`src/rtl/y2b_pkg.sv`:
```
package y2b_pkg;

    localparam int CFG_INDEX_W = 4;
    localparam int CFG_DATA_W  = 12;
    localparam int PPR_W       = 11;
    localparam int RPF_W       = 12;

    localparam logic [CFG_INDEX_W-1:0] REG_PAIRS_PER_ROW  = CFG_INDEX_W'(0);
    localparam logic [CFG_INDEX_W-1:0] REG_ROWS_PER_FRAME = CFG_INDEX_W'(1);

    // BT.601 limited-range coefficients, 8 fractional bits
    localparam logic signed [19:0] K_LUMA  = 20'sd298;
    localparam logic signed [19:0] K_R_CR  = 20'sd409;
    localparam logic signed [19:0] K_G_CB  = -20'sd100;
    localparam logic signed [19:0] K_G_CR  = -20'sd208;
    localparam logic signed [19:0] K_B_CB  = 20'sd516;
    localparam logic signed [19:0] K_ROUND = 20'sd128;
    localparam logic signed [19:0] K_BLACK = 20'sd16;
    localparam logic signed [19:0] K_MID   = 20'sd128;
    localparam logic signed [19:0] K_MAX8  = 20'sd255;

    typedef struct packed {
        logic [7:0] luma_first;
        logic [7:0] luma_second;
        logic [7:0] chroma_blue;
        logic [7:0] chroma_red;
        logic       row_end;
        logic       frame_end;
    } t_pair;

    typedef struct packed {
        logic [7:0] blue;
        logic [7:0] green;
        logic [7:0] red;
    } t_bgr;

    function automatic logic [7:0] clamp8(input logic signed [19:0] v);
        logic [7:0] res;
        if (v < 20'sd0) begin
            res = 8'h00;
        end else if (v > K_MAX8) begin
            res = 8'hFF;
        end else begin
            res = v[7:0];
        end
        return res;
    endfunction

    // every term is rounded and floor-shifted separately
    function automatic t_bgr convert_pixel(input logic [7:0] y, input logic [7:0] cb,
                                           input logic [7:0] cr);
        logic signed [19:0] ys;
        logic signed [19:0] d;
        logic signed [19:0] e;
        logic signed [19:0] c;
        logic signed [19:0] r;
        logic signed [19:0] g;
        logic signed [19:0] b;
        t_bgr               px;
        ys = $signed({12'b0, y});
        d  = $signed({12'b0, cb}) - K_MID;
        e  = $signed({12'b0, cr}) - K_MID;
        c  = ((ys - K_BLACK) * K_LUMA + K_ROUND) >>> 8;
        r  = c + ((K_R_CR * e + K_ROUND) >>> 8);
        g  = c + ((K_G_CB * d + K_ROUND) >>> 8) + ((K_G_CR * e + K_ROUND) >>> 8);
        b  = c + ((K_B_CB * d + K_ROUND) >>> 8);
        px.blue  = clamp8(b);
        px.green = clamp8(g);
        px.red   = clamp8(r);
        return px;
    endfunction

endpackage

```
`src/rtl/y2b_convert.sv`:
```
module y2b_convert (
    input  logic           i_clk,
    input  logic           i_rst_n,
    input  logic           i_pair_valid,
    output logic           o_pair_ready,
    input  y2b_pkg::t_pair i_pair,
    output logic           o_valid,
    input  logic           i_ready,
    output logic [7:0]     o_blue_first,
    output logic [7:0]     o_green_first,
    output logic [7:0]     o_red_first,
    output logic [7:0]     o_blue_second,
    output logic [7:0]     o_green_second,
    output logic [7:0]     o_red_second,
    output logic           o_row_end,
    output logic           o_frame_end
);
    import y2b_pkg::*;

    logic r_valid;
    logic w_load;
    t_bgr w_px0, w_px1;
    t_bgr r_px0, r_px1;
    logic r_row_end, r_frame_end;

    assign o_pair_ready = !r_valid || i_ready;
    assign w_load       = i_pair_valid && o_pair_ready;

    assign w_px0 = convert_pixel(i_pair.luma_first,  i_pair.chroma_blue, i_pair.chroma_red);
    assign w_px1 = convert_pixel(i_pair.luma_second, i_pair.chroma_blue, i_pair.chroma_red);

    always_ff @(posedge i_clk) begin
        if (!i_rst_n) begin
            r_valid <= 1'b0;
        end else if (w_load) begin
            r_valid <= 1'b1;
        end else if (i_ready) begin
            r_valid <= 1'b0;
        end
    end

    always_ff @(posedge i_clk) begin
        if (w_load) begin
            r_px0       <= w_px0;
            r_px1       <= w_px1;
            r_row_end   <= i_pair.row_end;
            r_frame_end <= i_pair.frame_end;
        end
    end

    assign o_valid        = r_valid;
    assign o_blue_first   = r_px0.blue;
    assign o_green_first  = r_px0.green;
    assign o_red_first    = r_px0.red;
    assign o_blue_second  = r_px1.blue;
    assign o_green_second = r_px1.green;
    assign o_red_second   = r_px1.red;
    assign o_row_end      = r_row_end;
    assign o_frame_end    = r_frame_end;

endmodule

```
`config.mk`:
```
export PLATFORM = sky130hd
export DESIGN_NAME = y2b_convert
export DESIGN_NICKNAME = d
export VERILOG_FILES = /design/src/rtl/y2b_pkg.sv /design/src/rtl/y2b_convert.sv
export SDC_FILE = /design/constraint.sdc
export NUM_CORES = 1
export LEC_CHECK = 0
export BUFFER_PORTS_ARGS = -buffer_cell sky130_fd_sc_hd__buf_4
export CORE_ASPECT_RATIO = 1.5
export CORE_MARGIN = 5
export CORE_UTILIZATION = 35
export CTS_CLUSTER_SIZE = 14
export DETAILED_ROUTE_END_ITERATION = 10
export PLACE_DENSITY = 0.54
export SYNTH_ARGS = -nofsm -noshare
export SYNTH_HDL_FRONTEND = slang
export SYNTH_SLANG_ARGS = --single-unit
```
`constraint.sdc`:
```
create_clock -name i_clk -period 13.4 [get_ports i_clk]
set_input_delay 0.67 -clock i_clk [delete_from_list [all_inputs] [get_ports i_clk]]
set_output_delay 0.67 -clock i_clk [all_outputs]
set_load 0.005 [all_outputs]
```
; ---- Yosys cells after proc, flatten, opt, wreduce, memory -nomap -nowiden
; Cells that the tools add are included.
[totals]
reg_bits = 51
latch_bits = 0
ram_bits = 0
rom_bits = 0
in_bits = 38
out_inout_bits = 52
elab_cells = 57
mem_count = 0
[op_classes]
n_addsub = 18
multipliers = 6
n_div = 0
magnitude_cmp = 12
eq_ne = 0
shifts = 0
muxes = 8
bitwise_logic = 0
reduce_logical = 4
[op_table]
columns = op, count
row1 = $add 19x9->20 const B, 3
row2 = $add 12x12->13, 4
row3 = $gt 13x9->1 const B, 4
row4 = $lt 13x1->1 const B, 4
row5 = $mux 8, 6
row6 = $mul 9x9->18 const B, 2
row7 = $add 13x11->14, 2
row8 = $gt 14x9->1 const B, 2
row9 = $lt 14x1->1 const B, 2
row10 = $add 12x10->13, 2
row11 = $add 20x9->20 const B, 1
row12 = $add 18x9->19 const B, 1
row13 = $mul 10x9->19 const A, 1
row14 = $add 17x9->18 const B, 1
row15 = $mul 9x9->18 const A, 1
row16 = $sub 8x5->9 const B, 2
row17 = $sub 8x8->9 const B, 2
row18 = $mul 6x9->15 const A, 1
row19 = $mul 5x9->14 const A, 1
row20 = $mux 1, 2
row21 = $reduce_bool 2->1, 1
row22 = $logic_and 1x1->1, 1
row23 = $logic_not 1->1, 1
row24 = $logic_or 1x1->1, 1

; ---- Longest topological paths before layout
; Gate-level depths: netlist of the first run.
[logic_depth]
ltp_word = 7
ltp_mapped = 31
ltp_nobuf = 30

; ---- Worst setup path before layout of the first run
; OpenSTA, ideal clock, no wires.
[synth_path]
path_type = input port to flip-flop
from = in i_pair[22] (netlist name)
to = reg r_px1, in the netlist o_green_second[3] (data pin)
setup_time_ns = 0.255
arrival_ns = 7.967
t_required_ns = 13.145
slack_ns = 5.179
stages = 29
n_path_buf = 0
cell_sequence = inv_1 ha_1 nor3b_1 ha_1 ha_1 fa_1 inv_1 fa_1 inv_1 ha_1 o21a_1 o31a_1 o31a_1 o311a_1 o21a_1 o21ai_1 o31a_2 and3_1 xor2_1 fa_1 ha_1 a21o_1 nand2_1 nand2_1 a21o_1 o31ai_1 mux2_1 o211ai_1 o21a_1
[synth_via]
elab_chain_len = 7
elab_cells_between_ends = 8
classes_between = add/sub (4) / mul (1) / order compare (2) / mux (1)
[synth_lines]
columns = item, line
row1 = "start, declared", y2b_convert.sv:6  ; input y2b_pkg::t_pair i_pair,
row2 = $sub 8x5->9 (*), y2b_pkg.sv:63  ; c = ((ys - K_BLACK) * K_LUMA + K_ROUND) >>> 8;
row3 = $mul 9x9->18 (*), y2b_pkg.sv:63
row4 = $add 19x9->20 (*), y2b_pkg.sv:63
row5 = $add 12x10->13 (*), y2b_pkg.sv:65  ; g = c + ((K_G_CB * d + K_ROUND) >>> 8) + ((K_G_CR * e + K_ROUND) >>> 8);
row6 = $add 13x11->14 (*), y2b_pkg.sv:65
row7 = $gt 14x9->1, y2b_pkg.sv:41  ; end else if (v > K_MAX8) begin
row8 = $mux 8, y2b_pkg.sv:41
row9 = "end signal, assigned", y2b_convert.sv:45  ; r_px1 <= w_px1;
row10 = "end, declared", y2b_convert.sv:23  ; t_bgr r_px0, r_px1;
; Mark *: on every way between the ends. The rest lies on a longest branch, timed or not.
; A chain may end at the register's enable or synchronous reset.

; ---- Final worst setup path of the first run
[layout_path]
from = in i_pair[22] (netlist name)
to = reg r_px1, in the netlist o_green_second[1] (data pin)
; The elaborated chain is that of the path after synthesis.

==> results of run 1 <==
## stage by stage
stage                     hold slack, ns  utilization, %
final                              0.525            39.7
after global placement             0.516            39.2
after detailed placement           0.528            39.2
after global routing               0.511            39.7
after floorplan                    0.537               -
after CTS                          0.508            39.7
## final timing paths
| kind | from | end | slack (ns) | cells after the start |
|---|---|---|---|---|
| min | i_pair[1] | o_row_end | 0.53 | 1 |
| min reg2reg | o_valid | o_valid | 0.54 | 2 |
| max reg2reg | o_valid | o_red_first[6] | 11.87 | 3 |
| max | i_pair[22] | o_green_second[1] | 5.43 | 31 |
## state kept, by name, summed over array words and instances, names as in the netlist
| name | cells |
|---|---|
| o_valid | 1 |
| o_green_second | 8 |
| o_red_second | 8 |
| o_red_first | 8 |
| o_frame_end | 1 |
| o_blue_first | 8 |
| o_row_end | 1 |
| o_blue_second | 8 |
| o_green_first | 8 |
## area by class of cell
type | count | area, um^2
flip-flops and latches | 51 | 1520
fillers | 3575 | 21200
inverters | 228 | 856
multi-input cells | 1110 | 10100
repair buffers | 96 | 721
clock inverters | 2 | 38.8
well taps | 473 | 592
clock buffers | 6 | 129
## cell usage after synthesis, types with 6 or more instances
| library cell | n | area share [%] |
|---|---|---|
| ha_1 | 276 | 28 |
| inv_1 | 226 | 6.8 |
| a21oi_1 | 93 | 3.7 |
| fa_1 | 85 | 14 |
| xnor2_1 | 85 | 6.0 |
| nor2_1 | 66 | 2.0 |
| xor2_1 | 58 | 4.1 |
| o21a_1 | 53 | 3.2 |
| edfxtp_1 | 50 | 12 |
| nand2_1 | 50 | 1.5 |
| nor3_1 | 29 | 1.2 |
| o21ai_0 | 29 | 1.2 |
| a21o_1 | 26 | 1.6 |
| nand2b_1 | 23 | 1.2 |
| nor2b_1 | 23 | 1.2 |
| and3_1 | 18 | 0.90 |
| nand3_1 | 17 | 0.68 |
| or2_2 | 14 | 0.70 |
| and2_1 | 13 | 0.65 |
| a31oi_1 | 11 | 0.55 |
| o21ai_1 | 11 | 0.44 |
| o21bai_1 | 11 | 0.66 |
| o211ai_1 | 8 | 0.48 |
| mux2i_1 | 7 | 0.56 |
| nor4_1 | 7 | 0.35 |
| a211oi_1 | 6 | 0.36 |
| nand4_1 | 6 | 0.30 |
| o22ai_1 | 6 | 0.30 |
## worst max-delay path, delay by kind of cell
kind / cells / cell delay (ns)
adder cells (fa/ha/maj): 8 / 3.10
AND/OR/NAND/NOR: 4 / 0.48
XOR/XNOR: 1 / 0.37
AO/OA/AOI/OAI: 12 / 2.62
buffers and inverters: 5 / 0.60
multiplexers: 1 / 0.18
## cell families (layout without fill, tap and decap cells)
logic type                 after synthesis  count (layout)
and+or+nand+nor                        289             289
xor gates and xnor gates               144             144
DFF                                     51              51
buffers and inverters                  232             332
adders and majority gates              361             361
muxes                                   12              12
AOI/OAI and AO/OA                      304             304
## layer usage
metal	wire length [um]	vias to the layer above	part of all wire, %
li1	-	5024	-
met1	12100	4629	40
met2	15900	150	53
met3	983	55	3.3
met4	1210	0	4.0
met5	0	-	0
==> implementation parameters, run 1 <==
Parameter                              Value

Worst setup path
  Critical Path End Type    register
  Worst-path maximum fanout    12
  Element type at the critical path start    input port
  CP max-delay cell    fa_1
  Kind of critical path    in2reg
  Worst endpoint data arrival time    8.05 ns
  Cell type with the highest occurrence count on the critical path    ha_1
  Required time of the critical path    13.48 ns
  CP max stage delay    0.55 ns

Routing
  Antenna violation net count after detailed routing    0
  Final WL    between 30 and 40 mm
  Routed via count    9858
  Total iterations of the first detailed-routing run    5
  Number of vias per cell after detailed routing    5.01
  Drt initial violations    280
  Number of remaining DRC errors    0
  Wire length per cell after detailed routing    15.4 um

Die
  Width of the die    164 um
  Y dimension of the die    241 um
  Area of the die    0.0397 mm^2
  Effective utilization at floorplan    35.5%
  Top Ports    90
  Core region area    0.0352 mm^2
  Core Rows    84

Cells and area
  Area growth from synthesis to final layout    11.7%
  Highest-count cells in the layout ignoring fill and taps    276 x ha_1, 226 x inv_1, 96 x buf_4
  Number of nets in the final layout    1891
  Final instance area    0.0140 mm^2
  Antenna cell count    0
  Share of layout cells above drive strength 1    9.65%
  Number of cells in the finished layout apart from fillers    1966
  Most common cell after layout, fill and taps aside    ha_1

Synth
  Post-synth EDFFs    50
  Post-synthesis mux area share    under 10%
  Synthesized net count    1792
  Async SR Flop Fraction    0%
  Share of the synthesized area in compound gates (AO/OA/AOI/OAI)    16.4%
  Synthesis-stage register bit count    51
  Cells after synthesis    1393
  Post-synthesis cell area    0.0125 mm^2
  Xor and xnor area share after synthesis    10.1%
  Count of cell types in the netlist    77
  Main combinational cell family by area after synthesis    adder cells
  Sequential-to-total area share from yosys stat    12.2%
  Average instance area after synthesis    8.98 um^2
  Simple-Gate Fraction of Synth Area    around 12%
  Synthesis Warnings    0
  Most used flip-flop cell after synthesis    edfxtp_1
  Adder-cell share of the synthesized area    around two fifths

GRT
  GRT Total Usage    15.5%
  Global-route wire length before repair    around 50 mm
  Total global routing overflow    0
  Vias in the first global route    10100
  GR met1 Demand/Resource    17.1%
  Maximum number of pins on one net before global-route repair    slightly above 50
  Met2 capacity usage during global routing    29.6%
  Number of antenna violations at the first check in global routing    0
  Global routing's busiest layer    met2
  Met3 Usage GRT    1.87%

STA
  Period Utilization, post-route    59.5%
  Worst setup skew after layout    0.00695 ns
  Max-slew violation total from the final report    0
  RSZ-0062 raised after global routing    false
  Final hold violations    0
  Min setup slack post-route    5.43 ns
  Relative slew margins    a little over a quarter
  Actual transition at the worst max-transition pin    between 1 and 1.5 ns
  Sum of negative setup slack    0 ns
  Final period demand of the worst path    between 7 and 8 ns
  Final setup violation count    0
  Fmax    0.125 GHz

Placement
  Worst setup slack after placement    5.10 ns
  Port buffer count    slightly below 90
  Standard cell area after detailed placement    0.0138 mm^2
  Placed cell count    1958
  Final GP Congestion    0.871
  HPWL Detailed    26.3 mm

CTS
  Number of levels the H-tree was split into    2
  Total CTS buffers    5
  Largest buffer count on any clock path    2
  CTS tree    done
  Root buffer cell    clkbuf_16
  Clock net sink count    51
  Clock slew at the register clock pins of the worst setup and hold paths    0.08 ns
  Hold buffers post-CTS    0
  Clock network latency to the later pin of the worst-skew pair    0.32 ns
  Post-cts repair resize count    0
  Number of buffers inserted to repair setup after CTS    0

Status
  Result of the run    completed

Run
  Number of maximum-capacitance violations    0

Worst hold path
  Class of the tightest hold or removal check    in2reg
Power of run 1 is not shown: default switching activity piles up to over one toggle a cycle in this logic, so the estimate is an artifact.
==> run 2: changes to the inputs <==
--- a/config.mk
+++ b/config.mk
@@ -5,13 +5,14 @@
 export SDC_FILE = /design/constraint.sdc
 export NUM_CORES = 1
 export LEC_CHECK = 0
+export ABC_AREA = 1
 export BUFFER_PORTS_ARGS = -buffer_cell sky130_fd_sc_hd__buf_4
 export CORE_ASPECT_RATIO = 1.5
 export CORE_MARGIN = 5
 export CORE_UTILIZATION = 35
 export CTS_CLUSTER_SIZE = 14
 export DETAILED_ROUTE_END_ITERATION = 10
-export PLACE_DENSITY = 0.54
+export PLACE_DENSITY = 0.56
 export SYNTH_ARGS = -nofsm -noshare
 export SYNTH_HDL_FRONTEND = slang
 export SYNTH_SLANG_ARGS = --single-unit
==> constraint.sdc (replaced) <==
create_clock -name i_clk -period 6.95 [get_ports i_clk]
set_input_delay 0.3475 -clock i_clk [delete_from_list [all_inputs] [get_ports i_clk]]
set_output_delay 0.3475 -clock i_clk [all_outputs]
set_load 0.005 [all_outputs]
==> run 2 against run 1 <==
Count of clock-buffer cells in the layout down 1; worst hold slack lost 0.32 ns; routed wire length rose by 23%; synthesized area increased by 13%; sequential cell count did not move; via count up 27%; setup slack got worse by 5.0 ns; synthesized cell count grew 42%; highest routed layer unchanged; critical endpoint is now o_green_second[6]; critical path type unchanged; cell area is 13% higher; register-to-register slack worse by 6.7 ns.
==> implementation parameters, run 2 <==
Parameter                              Value

Worst setup path
  Register-to-register path setup slack    5.18 ns (-6.69 ns)
  Worst-path maximum fanout    8 (-4)
  Worst reg2reg path startpoint    o_valid
  Cell type with the highest occurrence count on the critical path    nand2_1
  Required time of the critical path    7.00 ns (-6.48 ns)
  CP max-delay cell    fa_1
  Critical path's top delay family    adder cells
  Reg-to-Reg End    o_green_second[4]
  Kind of critical path    in2reg
  Number of logic stages on the critical path including buffering    34 (+9.7%)
  CP max stage delay    0.54 ns (about the same)
  Element type at the critical path start    input port
  Critical Path End Type    register
  Worst endpoint data arrival time    6.55 ns (-1.50 ns)
  Cell depth of the worst flop-to-flop path    2 (-1)
  Buf+Inv Stages, Crit Path    7 (+2)

CTS
  Number of buffers inserted to repair setup after CTS    0 (unchanged)
  Number of levels the H-tree was split into    2 (unchanged)
  Clock net sink count    51 (unchanged)
  Root buffer cell    clkbuf_16
  Largest buffer count on any clock path    2 (unchanged)
  Hold buffers post-CTS    0 (unchanged)
  Total CTS buffers    5 (unchanged)
  Clock slew at the register clock pins of the worst setup and hold paths    0.08 ns (about the same)
  CTS tree    done
  Clock network latency to the later pin of the worst-skew pair    0.31 ns (about the same)
  Post-cts repair resize count    0 (unchanged)

Die
  Core region area    0.0402 mm^2 (+14%)
  Width of the die    174 um (+6.1%)
  Y dimension of the die    257 um (+6.3%)
  Core Rows    90 (+7.1%)
  Top Ports    90 (unchanged)
  Area of the die    0.0448 mm^2 (+13%)
  Effective utilization at floorplan    35.3% (-0.21 points)

Routing
  Wire length per cell after detailed routing    14.3 um (-7.1%)
  Routed via count    12600 (+27%)
  Antenna violation net count after detailed routing    0 (unchanged)
  Number of vias per cell after detailed routing    4.83 (-3.7%)
  Total iterations of the first detailed-routing run    5 (unchanged)
  Number of remaining DRC errors    0 (unchanged)
  Final WL    37.1 mm (+23%)
  Drt initial violations    517 (+85%)

GRT
  Met2 capacity usage during global routing    32.9% (+3.3 points)
  Total global routing overflow    0 (unchanged)
  Global-route wire length before repair    61.6 mm (+25%)
  Met3 Usage GRT    0.928% (-0.94 points)
  Number of antenna violations at the first check in global routing    0 (unchanged)
  Maximum number of pins on one net before global-route repair    33 (-35%)
  Vias in the first global route    12700 (+26%)
  GR met1 Demand/Resource    18.4% (+1.3 points)
  GRT Total Usage    16.6% (+1.1 points)
  Global routing's busiest layer    met2

STA
  Actual transition at the worst max-transition pin    0.661 ns (-0.428 ns)
  RSZ-0062 raised after global routing    false
  Worst hold slack across all endpoints    0.210 ns (-0.315 ns)
  Fmax    0.154 GHz
  Max-slew violation total from the final report    0 (unchanged)
  Final period demand of the worst path    6.51 ns
  Final setup violation count    0 (unchanged)
  Worst setup skew after layout    0.0125 ns (+0.00558 ns)
  Relative slew margins    55.8% (+30 points)
  Final hold violations    0 (unchanged)
  Sum of negative setup slack    0 ns (unchanged)
  Period Utilization, post-route    93.6%

Cells and area
  Area occupied by registers    0.00152 mm^2 (unchanged)
  Number of nets in the final layout    2493 (+32%)
  Multi-input gate area in the final layout    0.0111 mm^2 (+9.5%)
  Highest-count cells in the layout ignoring fill and taps    430 x nand2_1, 412 x inv_1, 276 x ha_1
  Share of layout cells above drive strength 1    9.26% (-0.38 points)
  Antenna cell count    0 (unchanged)
  Count of fill cells added during filler insertion    4220 (+18%)
  Most common cell after layout, fill and taps aside    nand2_1
  Area growth from synthesis to final layout    11.3%

Synth
  Synthesis Warnings    0 (unchanged)
  Count of cell types in the netlist    46 (-40%)
  Async SR Flop Fraction    0% (unchanged)
  Most common cell in the netlist    nand2_1
  Post-synth EDFFs    50 (unchanged)
  Synthesized net count    2380 (+33%)
  Largest cells by area after synthesis    ha_1 24%, fa_1 12%, nand2_1 11%
  Largest area contributor in the synthesized netlist    ha_1
  Sequential-to-total area share from yosys stat    10.7% (-1.4 points)
  Commonest cells in the synthesized netlist    430 x nand2_1, 413 x inv_1, 276 x ha_1
  Most used flip-flop cell after synthesis    edfxtp_1
  Cells after synthesis    1981 (+42%)
  Post-synthesis cell area    0.0142 mm^2 (+13%)
  Average instance area after synthesis    7.16 um^2 (-20%)
  Fraction of synthesized cell area taken by the top area cell type    24.3% (-3.3 points)
  Synthesis-stage register bit count    51 (unchanged)

Placement
  Final GP Congestion    0.938 (+7.7%)
  Port buffer count    89 (unchanged)
  HPWL Detailed    34.0 mm (+29%)

Worst hold path
  Worst hold path endpoint    o_row_end
  Startpoint of the tightest hold check path    i_pair[1]
  Hold Crit Depth    1 (unchanged)
  Class of the tightest hold or removal check    in2reg

Status
  Result of the run    completed

Run
  Number of maximum-capacitance violations    0 (unchanged)
run 2: cell count changes in the layout (fill, tap and decap cells not counted), moves of 22 or more:
cell	previous run	this run
nand3_1	17	141
nand4_1	6	34
nand2_1	50	430
nand2b_1	23	0
nor2b_1	23	0
nor2_1	66	125
a21o_1	26	4
o21a_1	53	1
inv_1	226	412
xnor2_1	85	45
run 2: worst max-delay path by stage:
stage	start	endpoint	slack (ns)
after floorplan	i_pair[22]	o_green_second[0]	0.77
after global placement	i_pair[22]	o_green_second[1]	0.04
after detailed placement	i_pair[22]	o_green_second[5]	0.005
after CTS	i_pair[22]	o_green_second[1]	0.31
after global routing	i_pair[22]	o_green_second[6]	0.002
final	i_pair[22]	o_green_second[6]	0.44
run 2: worst reg2reg max path: cells and delay by family, from the launching register on:
family | cells | cell delay (ns)
buffers and inverters | 1 | 0.49
AO/OA/AOI/OAI | 1 | 0.55
flip-flops | 1 | 0.35
run 2: metal layers:
layer	wire, um	up-vias	share of wire (%)
li1	-	6558	-
met1	15000	5802	40
met2	20000	157	54
met3	847	48	2.3
met4	1320	0	3.6
met5	0	-	0
run 2: cell type report:
| class | count | area share (%) |
|---|---|---|
| Clock buffer | 5 | 0.792 |
| Clock inverter | 3 | 0.143 |
| Inverter | 430 | 10.2 |
| Multi-Input combinational cell | 1499 | 70.1 |
| Sequential cell | 51 | 9.63 |
| Tap cell | 506 | 4.01 |
| Timing Repair Buffer | 107 | 5.09 |
run 2: stage by stage:
step / instance area (um^2) / utilization (%) / setup WS, ns / std cells
after floorplan: 14200 / - / 0.773 / 1981
after global placement: 15600 / 38.9 / 0.0407 / 2593
after detailed placement: 15600 / 38.9 / 0.00540 / 2593
after CTS: 15800 / 39.3 / 0.310 / 2601
after global routing: 15800 / 39.3 / 0.00203 / 2601
final: 15800 / 39.3 / 0.442 / 2601
run 2: kinds of logic after synthesis:
family / Yosys count / share of synthesized area [%]
xor+xnor: 127 / 8.50
compound gates: 206 / 8.14
flops: 51 / 10.7
simple gates: 805 / 24.9
fa+ha+maj: 361 / 36.3
buf+inv: 431 / 11.4
Power of run 2 is left out for the same reason.
==> run 3: changes to the inputs <==
--- a/config.mk
+++ b/config.mk
@@ -5,7 +5,6 @@
 export SDC_FILE = /design/constraint.sdc
 export NUM_CORES = 1
 export LEC_CHECK = 0
-export ABC_AREA = 1
 export BUFFER_PORTS_ARGS = -buffer_cell sky130_fd_sc_hd__buf_4
 export CORE_ASPECT_RATIO = 1.5
 export CORE_MARGIN = 5
==> run 3 against run 2 <==
Global-route usage shrank 0.069 points; first-iteration DRC count fell by 47%; non-clock buffer count up 136; worst hold slack got worse by 0.0039 ns; setup slack got worse by 0.28 ns; critical path depth shrank 3; register-to-register slack better by 0.24 ns; sequential share of layout area is 0.22 points higher; critical path type unchanged.
==> implementation parameters, run 3 (synthesized netlist as in run 1, its figures left out) <==
Parameter                              Value

GRT
  Global-route wire length before repair    52.1 mm (-16%)
  Total global routing overflow    0 (unchanged)
  Number of antenna violations at the first check in global routing    0 (unchanged)
  GRT Total Usage    16.5% (-0.069 points)
  Vias in the first global route    10700 (-16%)
  Maximum number of pins on one net before global-route repair    51 (+55%)

Routing
  Final WL    32.4 mm (-13%)
  Drt initial violations    275 (-47%)
  Number of vias per cell after detailed routing    4.93 (+2.1%)
  Routed via count    10400 (-17%)
  Total iterations of the first detailed-routing run    5 (unchanged)
  Wire length per cell after detailed routing    15.4 um (+7.7%)
  Number of remaining DRC errors    0 (unchanged)
  Antenna violation net count after detailed routing    0 (unchanged)

Cells and area
  Antenna cell count    0 (unchanged)
  Area growth from synthesis to final layout    23.5%
  Count of fill cells added during filler insertion    3514 (-17%)
  Highest-count cells in the layout ignoring fill and taps    263 x ha_1, 243 x buf_4, 218 x inv_1
  Number of nets in the final layout    2038 (-18%)
  Most common cell after layout, fill and taps aside    ha_1
  Final design utilization    43.9% (+4.6 points)
  Share of layout cells above drive strength 1    20.8% (+12 points)

Worst setup path
  Worst-path maximum fanout    8 (unchanged)
  Reg-to-Reg End    o_red_second[0]
  Required time of the critical path    7.02 ns (+0.02 ns)
  Cell type with the highest occurrence count on the critical path    ha_4
  Element type at the critical path start    input port
  Worst reg2reg path startpoint    o_valid
  Register-to-register path setup slack    5.42 ns (+0.24 ns)
  Cell depth of the worst flop-to-flop path    3 (+1)
  CP max-delay cell    fa_1
  Kind of critical path    in2reg
  Critical Path End Type    register
  Worst endpoint data arrival time    6.86 ns (+0.31 ns)
  CP max stage delay    0.56 ns (+0.02 ns)

Die
  Y dimension of the die    241 um (-5.9%)
  Effective utilization at floorplan    35.5% (+0.21 points)
  Area of the die    0.0397 mm^2 (-11%)
  Width of the die    164 um (-5.8%)
  Core Rows    84 (-6.7%)
  Core region area    0.0352 mm^2 (-12%)
  Top Ports    90 (unchanged)

STA
  Max-slew violation total from the final report    0 (unchanged)
  Final hold violations    0 (unchanged)
  Final period demand of the worst path    6.78 ns (+0.276 ns)
  Period Utilization, post-route    97.6% (+4.0 points)
  Relative slew margins    51.6% (-4.2 points)
  Worst setup skew after layout    0.00490 ns (-0.00763 ns)
  Final setup violation count    0 (unchanged)
  Fmax    0.147 GHz (-4.1%)
  Actual transition at the worst max-transition pin    0.726 ns (+0.0647 ns)

CTS
  Total CTS buffers    5 (unchanged)
  CTS tree    done
  Clock net sink count    51 (unchanged)
  Clock slew at the register clock pins of the worst setup and hold paths    0.07 ns (about the same)
  Number of levels the H-tree was split into    2 (unchanged)
  Largest buffer count on any clock path    2 (unchanged)
  Clock network latency to the later pin of the worst-skew pair    0.31 ns (about the same)
  Root buffer cell    clkbuf_16

Worst hold path
  Startpoint of the tightest hold check path    i_pair[1]
  Class of the tightest hold or removal check    in2reg
  Worst hold path endpoint    o_row_end
  Hold Crit Depth    1 (unchanged)

Placement
  Final GP Congestion    0.946 (+0.86%)
  Port buffer count    89 (unchanged)
  HPWL Detailed    28.8 mm (-15%)

Run
  Number of maximum-capacitance violations    0 (unchanged)

Status
  Result of the run    completed
## run 3: cell types whose count changed in the layout (fill, tap and decap cells not counted), moves of 23 or more
cell	change
buf_4	+136
inv_1	-194
nand2_1	-381
nand2b_1	+23
nand3_1	-125
nand4_1	-28
nor2_1	-60
o21a_1	+52
xnor2_1	+38
## run 3: worst max-delay path by stage
stage                    start                end  slack [ns]  depth (start not counted)
global placement    i_pair[23]  o_green_second[0]       -0.15                         29
detailed placement  i_pair[22]  o_green_second[0]       -0.26                         30
global route        i_pair[31]   o_green_first[4]       -0.02                         29
floorplan           i_pair[22]  o_green_second[0]       0.006                         28
finish              i_pair[22]  o_green_second[0]        0.17                         31
CTS                 i_pair[22]  o_green_second[0]        0.06                         30
## run 3: critical path, delay by kind of cell
family | cells | cell delay (ns)
muxes | 1 | 0.18
and+or+nand+nor | 4 | 0.47
AOI/OAI and AO/OA | 11 | 2.39
xor gates and xnor gates | 1 | 0.18
buffers and inverters | 6 | 0.62
adders and majority gates | 8 | 2.66
## run 3: through the flow
| step | cell area (um^2) | hold slack, ns | cells | TNS, ns | setup WS (ns) |
|---|---|---|---|---|---|
| 3_5_place_dp | 15000 | 0.529 | 2099 | -3.69 | -0.265 |
| 2_1_floorplan | 12600 | 0.446 | 1393 | 0 | 0.00638 |
| 4_1_cts | 15100 | 0.191 | 2107 | 0 | 0.0618 |
| 5_1_grt | 15400 | 0.193 | 2113 | -0.0452 | -0.0245 |
| 6_report | 15400 | 0.206 | 2113 | 0 | 0.166 |
| 3_3_place_gp | 15000 | 0.513 | 2099 | -2.09 | -0.146 |
## run 3: cell type report
class	instances	area, um^2	area share [%]
tap	473	592	3.83
sequential	51	1520	9.85
clock buffer	7	153	0.989
inverter	228	860	5.57
clock inverter	1	7.51	0.0486
multi-input combinational	1110	10500	67.9
timing repair buffer	243	1820	11.8
## run 3: layer usage
layer | part of all wire (%) | up-vias | track usage (%) | wire [um]
li1 | - | 5310 | - | -
met1 | 39 | 4896 | 17.6 | 12500
met2 | 54 | 158 | 32.3 | 17600
met3 | 2.7 | 54 | 1.74 | 879
met4 | 4.5 | 0 | 7.35 | 1470
met5 | 0 | - | 0 | 0
## run 3: timing repair
item,CTS,global route
endpoints found under the setup margin,0,24
setup buffers,0,6
resized for setup,0,43
hold buffers,0,0
Power of run 3 is left out for the same reason.
